==> config.mk <==
export PLATFORM = sky130hd
export DESIGN_NAME = sync_length_frame_deframer_unit
export DESIGN_NICKNAME = d
export VERILOG_FILES = /design/src/sld_pkg.sv /design/src/sld_step.sv /design/src/sync_length_frame_deframer_unit.sv
export SDC_FILE = /design/constraint.sdc
export NUM_CORES = 1
export LEC_CHECK = 0
export BUFFER_PORTS_ARGS = -buffer_cell sky130_fd_sc_hd__buf_2
export CELL_PAD_IN_SITES_DETAIL_PLACEMENT = 0
export CELL_PAD_IN_SITES_GLOBAL_PLACEMENT = 1
export CORE_ASPECT_RATIO = 0.6
export CORE_MARGIN = 4
export CORE_UTILIZATION = 42
export DETAILED_ROUTE_END_ITERATION = 10
export HOLD_SLACK_MARGIN = 0.02
export PLACE_DENSITY_LB_ADDON = 0.08
export SLEW_MARGIN = 25
export SYNTH_ARGS = -nofsm -noshare
export SYNTH_HDL_FRONTEND = slang
export SYNTH_SLANG_ARGS = --single-unit
==> constraint.sdc <==
create_clock -name clk -period 3.08 [get_ports clk]
set_input_delay 0.616 -clock clk [delete_from_list [all_inputs] [get_ports clk]]
set_output_delay 0.616 -clock clk [all_outputs]
set_load 0.005 [all_outputs]
==> src/sld_pkg.sv <==
// ----------------------------------------------------------------------------
// sld_pkg
// shared types and phase codes for the sync/length frame deframer
// ----------------------------------------------------------------------------
package sld_pkg;

    localparam int unsigned PHASE_W = 3;

    localparam logic [PHASE_W-1:0] PH_HUNT1 = 3'd0;
    localparam logic [PHASE_W-1:0] PH_HUNT2 = 3'd1;
    localparam logic [PHASE_W-1:0] PH_LEN   = 3'd2;
    localparam logic [PHASE_W-1:0] PH_ID    = 3'd3;
    localparam logic [PHASE_W-1:0] PH_DATA  = 3'd4;
    localparam logic [PHASE_W-1:0] PH_TRAIL = 3'd5;
    localparam logic [PHASE_W-1:0] PH_PEND  = 3'd6;

    localparam logic KIND_PAYLOAD  = 1'b0;
    localparam logic KIND_COMPLETE = 1'b1;

    localparam logic [1:0] REG_SYNC_FIRST    = 2'd0;
    localparam logic [1:0] REG_SYNC_SECOND   = 2'd1;
    localparam logic [1:0] REG_TRAILER_BYTES = 2'd2;

    localparam logic [7:0] SYNC_FIRST_RST    = 8'h7E;
    localparam logic [7:0] SYNC_SECOND_RST   = 8'h7F;
    localparam logic [2:0] TRAILER_BYTES_RST = 3'd3;

    typedef struct packed {
        logic [7:0] sync_first;
        logic [7:0] sync_second;
        logic [2:0] trailer_bytes;
    } cfg_t;

    typedef struct packed {
        logic [PHASE_W-1:0] phase;
        logic [7:0]         current_id;
        logic [7:0]         payload_length;
        logic [7:0]         position;
    } state_t;

    typedef struct packed {
        logic       valid;
        logic       kind;
        logic [7:0] frame_id;
        logic [7:0] payload_byte;
        logic [7:0] byte_index;
        logic       last;
    } result_t;

endpackage

==> src/sld_step.sv <==
// ----------------------------------------------------------------------------
// sld_step
// next-state and result logic for one received byte
// ----------------------------------------------------------------------------
module sld_step (
    input  sld_pkg::cfg_t    cfg,
    input  sld_pkg::state_t  cur,
    input  logic [7:0]       rx_byte,
    output sld_pkg::state_t  nxt,
    output sld_pkg::result_t res
);
    import sld_pkg::*;

    logic       fin;
    logic [7:0] pos_inc;
    logic       trail_done;

    assign pos_inc    = cur.position + 8'd1;
    assign fin        = (pos_inc == cur.payload_length) || (cur.position >= cur.payload_length);
    assign trail_done = pos_inc >= {5'd0, cfg.trailer_bytes};

    always_comb
    begin
        nxt              = cur;
        res.valid        = 1'b0;
        res.kind         = KIND_COMPLETE;
        res.frame_id     = cur.current_id;
        res.payload_byte = 8'd0;
        res.byte_index   = cur.payload_length;
        res.last         = 1'b0;
        unique case (cur.phase)
            PH_HUNT2:
            begin
                if (rx_byte == cfg.sync_second)
                begin
                    nxt.phase = PH_LEN;
                end
                else if (rx_byte == cfg.sync_first)
                begin
                    nxt.phase = PH_HUNT2;
                end
                else
                begin
                    nxt.phase = PH_HUNT1;
                end
            end
            PH_LEN:
            begin
                nxt.payload_length = rx_byte;
                nxt.phase          = PH_ID;
            end
            PH_ID:
            begin
                nxt.current_id = rx_byte;
                nxt.position   = 8'd0;
                res.frame_id   = rx_byte;
                if (cur.payload_length != 8'd0)
                begin
                    nxt.phase = PH_DATA;
                end
                else if (cfg.trailer_bytes != 3'd0)
                begin
                    nxt.phase = PH_TRAIL;
                end
                else
                begin
                    res.valid = 1'b1;
                    nxt.phase = PH_HUNT1;
                end
            end
            PH_DATA:
            begin
                res.valid        = 1'b1;
                res.kind         = KIND_PAYLOAD;
                res.payload_byte = rx_byte;
                res.byte_index   = cur.position;
                res.last         = fin;
                if (fin)
                begin
                    if (cfg.trailer_bytes != 3'd0)
                    begin
                        nxt.position = 8'd0;
                        nxt.phase    = PH_TRAIL;
                    end
                    else
                    begin
                        nxt.phase = PH_PEND;
                    end
                end
                else
                begin
                    nxt.position = pos_inc;
                end
            end
            PH_TRAIL:
            begin
                nxt.position = pos_inc;
                if (trail_done)
                begin
                    res.valid = 1'b1;
                    nxt.phase = PH_HUNT1;
                end
            end
            PH_PEND:
            begin
                res.valid = 1'b1;
                nxt.phase = (rx_byte == cfg.sync_first) ? PH_HUNT2 : PH_HUNT1;
            end
            default:
            begin
                nxt.phase = (rx_byte == cfg.sync_first) ? PH_HUNT2 : PH_HUNT1;
            end
        endcase
    end

endmodule

==> src/sync_length_frame_deframer_unit.sv <==
// ----------------------------------------------------------------------------
// sync_length_frame_deframer_unit
// two-byte sync, length-prefixed frame deframer with streaming payload output
// ----------------------------------------------------------------------------
// Takes one received byte per cycle and delivers each payload byte, tagged
// with frame id, index and last flag, followed by a frame-complete word once
// the trailer bytes have been skipped (with no trailer, on the next byte, or
// on the id byte when the length is zero). The phase logic feeds a one-deep
// output register, so the sustained rate is one byte per clock; input stall
// follows only output back-pressure while a word is held in that register.
module sync_length_frame_deframer_unit (
    input  logic       clk,
    input  logic       rst_n,
    input  logic       cfg_write,
    input  logic [1:0] cfg_index,
    input  logic [7:0] cfg_data,
    input  logic       in_valid,
    output logic       in_stall,
    input  logic [7:0] rx_byte,
    output logic       out_valid,
    input  logic       out_stall,
    output logic       kind,
    output logic [7:0] frame_id,
    output logic [7:0] payload_byte,
    output logic [7:0] byte_index,
    output logic       last
);
    import sld_pkg::*;

    cfg_t    cfg_reg;
    state_t  state_reg;
    state_t  state_next;
    result_t res_next;
    logic    out_valid_reg;
    logic    kind_reg;
    logic    last_reg;
    logic [7:0] frame_id_reg;
    logic [7:0] payload_byte_reg;
    logic [7:0] byte_index_reg;
    logic    in_accept;

    assign in_stall  = out_valid_reg & out_stall;
    assign in_accept = in_valid & ~in_stall;

    sld_step u_step (
        .cfg     (cfg_reg),
        .cur     (state_reg),
        .rx_byte (rx_byte),
        .nxt     (state_next),
        .res     (res_next)
    );

    always_ff @(posedge clk or negedge rst_n)
    begin
        if (!rst_n)
        begin
            cfg_reg.sync_first    <= SYNC_FIRST_RST;
            cfg_reg.sync_second   <= SYNC_SECOND_RST;
            cfg_reg.trailer_bytes <= TRAILER_BYTES_RST;
        end
        else if (cfg_write)
        begin
            unique case (cfg_index)
                REG_SYNC_FIRST:    cfg_reg.sync_first    <= cfg_data;
                REG_SYNC_SECOND:   cfg_reg.sync_second   <= cfg_data;
                REG_TRAILER_BYTES: cfg_reg.trailer_bytes <= cfg_data[2:0];
                default:           cfg_reg               <= cfg_reg;
            endcase
        end
    end

    always_ff @(posedge clk or negedge rst_n)
    begin
        if (!rst_n)
        begin
            state_reg.phase          <= PH_HUNT1;
            state_reg.current_id     <= 8'd0;
            state_reg.payload_length <= 8'd0;
            state_reg.position       <= 8'd0;
            out_valid_reg            <= 1'b0;
        end
        else if (in_accept)
        begin
            state_reg     <= state_next;
            out_valid_reg <= res_next.valid;
        end
        else if (out_valid_reg && !out_stall)
        begin
            out_valid_reg <= 1'b0;
        end
    end

    always_ff @(posedge clk)
    begin
        if (in_accept && res_next.valid)
        begin
            kind_reg         <= res_next.kind;
            frame_id_reg     <= res_next.frame_id;
            payload_byte_reg <= res_next.payload_byte;
            byte_index_reg   <= res_next.byte_index;
            last_reg         <= res_next.last;
        end
    end

    assign out_valid    = out_valid_reg;
    assign kind         = kind_reg;
    assign frame_id     = frame_id_reg;
    assign payload_byte = payload_byte_reg;
    assign byte_index   = byte_index_reg;
    assign last         = last_reg;

endmodule

Word-level counts from Yosys, hierarchy flattened
Index checks and enable logic that the tools add are counted.
{ "classes": {"n_lt_le_gt_ge": 2, "addsub": 1, "mux": 20, "n_bitwise": 3, "eq_ne": 14, "n_reduce_logical": 16} }
{ "ops": {"columns": ["cell", "count"], "rows": [
  ["$eq 8x8->1", 3],
  ["$mux 8", 3],
  ["$pmux 8 s3", 1],
  ["$mux 3", 5],
  ["$pmux 3 s5", 1],
  ["$eq 3x3->1 const B", 3],
  ["$mux 9", 1],
  ["$add 8x1->8 const B", 1],
  ["$ge 8x3->1", 1],
  ["$ge 8x8->1", 1],
  ["$reduce_and 2->1", 4],
  ["$reduce_bool 8->1", 1],
  ["$mux 1", 7],
  ["$eq 3x2->1 const B", 2],
  ["$reduce_and 3->1", 2],
  ["$reduce_bool 3->1", 2],
  ["$ne 2x1->1 const B", 2],
  ["$eq 3x1->1 const B", 1],
  ["$ne 3x3->1 const B", 1],
  ["$pmux 1 s3", 1],
  ["$and 1x1->1", 2],
  ["$eq 2x1->1 const B", 1],
  ["$eq 2x2->1 const B", 1],
  ["$logic_and 1x1->1", 2],
  ["other kinds (7)", 7]
]} }
{ "word_totals": {"word_cells": 69, "regBits": 73, "in_bits": 23, "output_inout_bits": 28} }

Logic depth before layout (Yosys ltp)
{ "depth": {"word_depth": 5, "mapped_depth": 9, "mapped_depth_nobuf": 9} }

Hierarchy
Synthesis repeated with hierarchy kept, for this count alone.
{ "unflattened": {"hier_cells": 406, "area_unflattened_um2": 4468.0} }
{ "modules_own_cells": {"columns": ["mod", "n_inst", "cells_per_inst", "seq_area_each_um2", "area_each_um2"], "rows": [
  ["sync_length_frame_deframer_unit", 1, 129, 1975.6, 2600.0],
  ["sld_step", 1, 277, 0.0, 1868.0]
]} }

Worst setup path before layout
Ideal clock, no wire load.
{ "synth_path": {"path_type": "register to register", "from": "register state_reg[0] in the netlist's numbering", "to": "register byte_index_reg[0], in the netlist byte_index[0] (enable)", "required_ns": 2.671, "path_stages_with_launch": 9, "path_buffers": 0, "t_arrival_ns": 2.711, "synth_period_minus_slack_ns": 3.120, "setup_time_ns": 0.409, "slack_ns": -0.040, "cell_sequence": "dfrtp_1 -> ha_1 -> xor2_1 -> ha_1 -> a21oi_1 -> nor4b_1 -> o21ai_0 -> a21oi_1 -> nor2_1"} }
{ "synth_via": {"elab_chain_len": 5} }
{ "synth_lines": {"columns": ["element", "line", "text"], "rows": [
  ["start, declared", "sync_length_frame_deframer_unit.sv:31", "state_t state_reg;"],
  ["start signal, assigned", "sync_length_frame_deframer_unit.sv:84", "state_reg <= state_next;"],
  ["$add 8x1->8", "sld_step.sv:18", "assign pos_inc = cur.position + 8'd1;"],
  ["$ge 8x3->1", "sld_step.sv:20", "assign trail_done = pos_inc >= {5'd0, cfg.trailer_bytes};"],
  ["$mux 1", "sld_step.sv:98", "if (trail_done)"],
  ["$pmux 1 s3", "sld_step.sv:31", "unique case (cur.phase)"],
  ["$logic_and 1x1->1", "sync_length_frame_deframer_unit.sv:95", "if (in_accept && res_next.valid)"],
  ["end signal, assigned", "sync_length_frame_deframer_unit.sv:100", "byte_index_reg <= res_next.byte_index;"],
  ["end, declared", "sync_length_frame_deframer_unit.sv:39", "logic [7:0] byte_index_reg;"]
]} }
Every way passes these cells.
A chain may end at the register's enable or synchronous reset.

Worst setup path in the final report
{ "layout_path": {"from": "register state_reg[0] in the netlist's numbering", "to": "register state_reg[2] in the netlist's numbering"} }
{ "layout_via": {"elab_chain_len": 5, "elab_cells_between_ends": 8, "classes_between": "add/sub: 1; order compare: 1; eq/ne: 2; mux: 2; reduce/logical: 2"} }
{ "layout_lines": {"columns": ["element", "line", "text"], "rows": [
  ["$add 8x1->8", "sld_step.sv:18", null],
  ["$eq 8x8->1", "sld_step.sv:19", "assign fin = (pos_inc == cur.payload_length) || (cur.position >= cur.payload_length);"],
  ["$logic_or 1x1->1", "sld_step.sv:19", null],
  ["$ne 3x3->1 (no source line) or $mux 8 (tied branches)", null, null],
  ["$reduce_and 3->1 (no source line) or $pmux 8 s3 (tied branches)", null, null]
]} }
Several ways; a longest one is shown, not always the timed one.

==> results.sh <==
export IMPL_run_status="finished, final reports clean"
export IMPL_report_final_slew_viol_count=0
export IMPL_globalRoute_totalOverflow=0
export IMPL_layout_min_cycle_time_ns=2.90
export IMPL_synth_mux_area_frac=0.108
export IMPL_crit_reg2reg_capture="state_reg[2]"
export IMPL_cts_root_buffer="sky130_fd_sc_hd__clkbuf_16"
export IMPL_core_region_area_mm2=0.00872
export IMPL_relSlewSlack=0.529
export IMPL_crit_path_end="state_reg[2]"
export IMPL_layout_cells_most_common="sky130_fd_sc_hd__buf_2"
export IMPL_hold_violations=0
export IMPL_tritoncts_buffers=9
export IMPL_yosys_area_share_xor_xnor=0.0695
export IMPL_timing_final_setup_violations=0
export IMPL_share_of_the_cycle_needed_by_the_critical_path_after_routing=0.943
export IMPL_design_final_nets=437
export IMPL_routed_wirelength_mm=9.23
export IMPL_fmax_ghz=0.344
export IMPL_worstMarginPinSlew_ns=0.705
export IMPL_end_kind="register"
export IMPL_ctsHtreeMaxLevel=3
export IMPL_setup_reg_to_reg_worst_slack_ns=0.18
export IMPL_synth_distinct_cells=54
export IMPL_timing_critical_path_depth=10
export IMPL_die_w_um=132
export IMPL_areaGrowthSynthToFinish_pct=21.1
export IMPL_setup_repair_after_global_routing_missed_its_margin="false"
export IMPL_timing_setup_tns_ns=0
export IMPL_detail_route_wl_per_cell_um=17.8
export IMPL_power_per_cell_area_mw_per_mm2=580
export IMPL_layout_common_cells="49 x sky130_fd_sc_hd__buf_2, 43 x sky130_fd_sc_hd__nand2_1, 37 x sky130_fd_sc_hd__mux2_2"
export IMPL_cts_root_to_sink_buffers=2
export IMPL_ys_warn_count=0
export IMPL_numClockSinks=73
export IMPL_synth_area_leaders="sky130_fd_sc_hd__dfrtp_1 21%, sky130_fd_sc_hd__edfxtp_1 20%, sky130_fd_sc_hd__mux2_2 11%"
export IMPL_r2r_cells=10
export IMPL_synthArstFlopShare=0.644
export IMPL_timing_critical_path_arrival_ns=3.11
export IMPL_clk_pin_slew_ns=0.05
export IMPL_synth_largest_type_area_fraction=0.208
export IMPL_cpLargestDelayFamily="compound AO/OA/AOI/OAI gates"
export IMPL_largest_register_ffs=27
export IMPL_main_combinational_cell_family_by_area_after_synthesis="simple AND/OR/NAND/NOR gates"
export IMPL_drc=0
export IMPL_syn_instance_count=335
export IMPL_grt_max_degree=45
export IMPL_worst_ir_drop_vdd_v=0.000454
export IMPL_hold_class="input pin to async pin"
export IMPL_final_seq_area_mm2=0.00198
export IMPL_cts_tree="built"
export IMPL_synthAdderAreaFrac=0.0390
export IMPL_synth_seq_cells=73
export IMPL_yosys_area_top_type="sky130_fd_sc_hd__dfrtp_1"
export IMPL_cp_slowest_stage_delay_ns=0.48
export IMPL_timing_clock_skew_ns=0.00953
export IMPL_route_antenna_remaining_nets=0
export IMPL_place_detailed_instances=503
export IMPL_static_leak_uw=0.00206
export IMPL_critical_path_required_ns=3.29
export IMPL_dieHeight_um=82.2
export IMPL_grt_first_pass_wirelength_mm=14.7
export IMPL_fp_row_count=26
export IMPL_post_synthesis_compound_gate_area_fraction=0.0786
export IMPL_antenna_found_initial=0
export IMPL_worst_setup_path_type="register to register"
export IMPL_drt_pass1_iterations=4
export IMPL_crit_start="state_reg[0]"
export IMPL_effective_utilization_at_floorplan=0.442
export IMPL_instances_no_fill=519
export IMPL_track_usage=0.181
export IMPL_worst_setup_path_start_kind="register"
export IMPL_routed_via_count=2743
export IMPL_timing_rr_start="state_reg[0]"
export IMPL_multi_input_gate_area_in_the_final_layout_mm2=0.00175
export IMPL_synth_sequential_area_ratio=0.513
export IMPL_grt_pass1_vias=2615
export IMPL_synth_edff_count=26
export IMPL_critical_path_cell_chain="buf_4 -> inv_1 -> ha_1 -> nor2b_1 -> o21ai_1 -> a221oi_2 -> a21boi_1 -> or3_4 -> a221o_2 -> a221o_1"
export IMPL_critPathMaxFanout=8
export IMPL_area_fraction_in_and_or_nand_and_nor_cells_after_synthesis=0.155
export IMPL_cts_post_setup_buffers_inserted=0
export IMPL_ioPinCount=51
export IMPL_routabilityCongestion=0.867
export IMPL_cpMaxStageDelayCell="sky130_fd_sc_hd__a221o_2"
export IMPL_max_cap_viol_count=0
export IMPL_antennaDiodeCount=0
export IMPL_post_route_cells_drive_above_1_share=0.378
export IMPL_dpl_hpwl_mm=6.90
export IMPL_synth_main_ff_cell="sky130_fd_sc_hd__dfrtp_1"
export IMPL_post_synth_instance_area_mm2=0.00385
export IMPL_synth_avg_cell_area_um2=11.5
export IMPL_die_area_mm2=0.0108
export IMPL_cp_buf_inv_count=2
export IMPL_filler_cell_count=776
export IMPL_clkLatencyLatePin_ns=0.33
export IMPL_detailedRoute_firstIterationViolations=153
export IMPL_synth_net_count=370
export IMPL_detail_route_vias_per_cell=5.29
export IMPL_io_buf_count=50
-- routing by layer --
metal | GRT usage | up-vias | wire, µm
li1 | - | 1328 | -
met5 | 0 | - | 0
met1 | 0.286 | 1330 | 4890
met2 | 0.236 | 78 | 3570
met3 | 0.0533 | 7 | 687
met4 | 0.0419 | 0 | 82
-- repair_timing --
item,in CTS,in global routing
hold buffers,0,0
resized for setup,0,3
setup endpoints to repair,0,5
-- stage by stage --
| step | utilization | hold WS (ns) | worst slack [ns] | power (µW) | cell area (µm²) |
|---|---|---|---|---|---|
| after floorplan | - | 0.320 | 0.381 | 1430 | 3850 |
| after global placement | 0.495 | 0.451 | 0.0114 | 1540 | 4320 |
| after detailed placement | 0.496 | 0.457 | 0.0921 | 1550 | 4320 |
| after CTS | 0.534 | 0.303 | 0.0886 | 2730 | 4660 |
| after global routing | 0.535 | 0.340 | 0.00738 | 2830 | 4670 |
| final | 0.535 | 0.294 | 0.176 | 2700 | 4670 |
-- report_power, final --
part,internal (µW),switching [µW]
clock,786,378
combinational,180,181
sequential,1120,59.6
total,2090,618
-- area by class of cell --
cell class | instances | area share
well taps | 112 | 0.0300
multi-input cells | 232 | 0.375
flip-flops and latches | 73 | 0.423
repair buffers | 71 | 0.0880
clock inverters | 6 | 0.0228
inverters | 15 | 0.0121
clock buffers | 10 | 0.0491
-- synth_stat cells (3+ instances only) --
master	instances
sky130_fd_sc_hd__a21o_1	4
sky130_fd_sc_hd__a21o_2	3
sky130_fd_sc_hd__a21oi_1	9
sky130_fd_sc_hd__a221o_1	3
sky130_fd_sc_hd__and3_1	9
sky130_fd_sc_hd__buf_4	3
sky130_fd_sc_hd__clkbuf_1	8
sky130_fd_sc_hd__dfrtp_1	32
sky130_fd_sc_hd__dfstp_2	15
sky130_fd_sc_hd__edfxtp_1	26
sky130_fd_sc_hd__ha_1	12
sky130_fd_sc_hd__inv_1	15
sky130_fd_sc_hd__mux2_2	37
sky130_fd_sc_hd__nand2_1	43
sky130_fd_sc_hd__nand3_1	3
sky130_fd_sc_hd__nand4_1	5
sky130_fd_sc_hd__nor2_1	14
sky130_fd_sc_hd__nor3b_1	3
sky130_fd_sc_hd__nor4_1	5
sky130_fd_sc_hd__o21ai_0	17
sky130_fd_sc_hd__or3_1	3
sky130_fd_sc_hd__xnor2_1	16
sky130_fd_sc_hd__xor2_1	12
-- logic make-up (layout without fill, tap and decap cells) --
group | after synthesis | after routing
buffers and inverters | 30 | 102
multiplexers | 37 | 37
AO/OA/AOI/OAI | 46 | 46
adder cells (fa/ha/maj) | 12 | 12
flip-flops | 73 | 73
XOR/XNOR | 29 | 29
AND/OR/NAND/NOR | 108 | 108
-- how the worst min path moves through the flow --
stage | to | slack, ns | from
after detailed placement | state_reg[23] | 0.46 | state_reg[23]
after global placement | state_reg[23] | 0.45 | state_reg[23]
after CTS | state_reg[3] | 0.30 | rst_n
after floorplan | cfg_reg[10] | 0.32 | rst_n
after global routing | state_reg[0] | 0.34 | rst_n
final | state_reg[0] | 0.29 | rst_n
No activity file was read; power rests on OpenSTA's default activity.
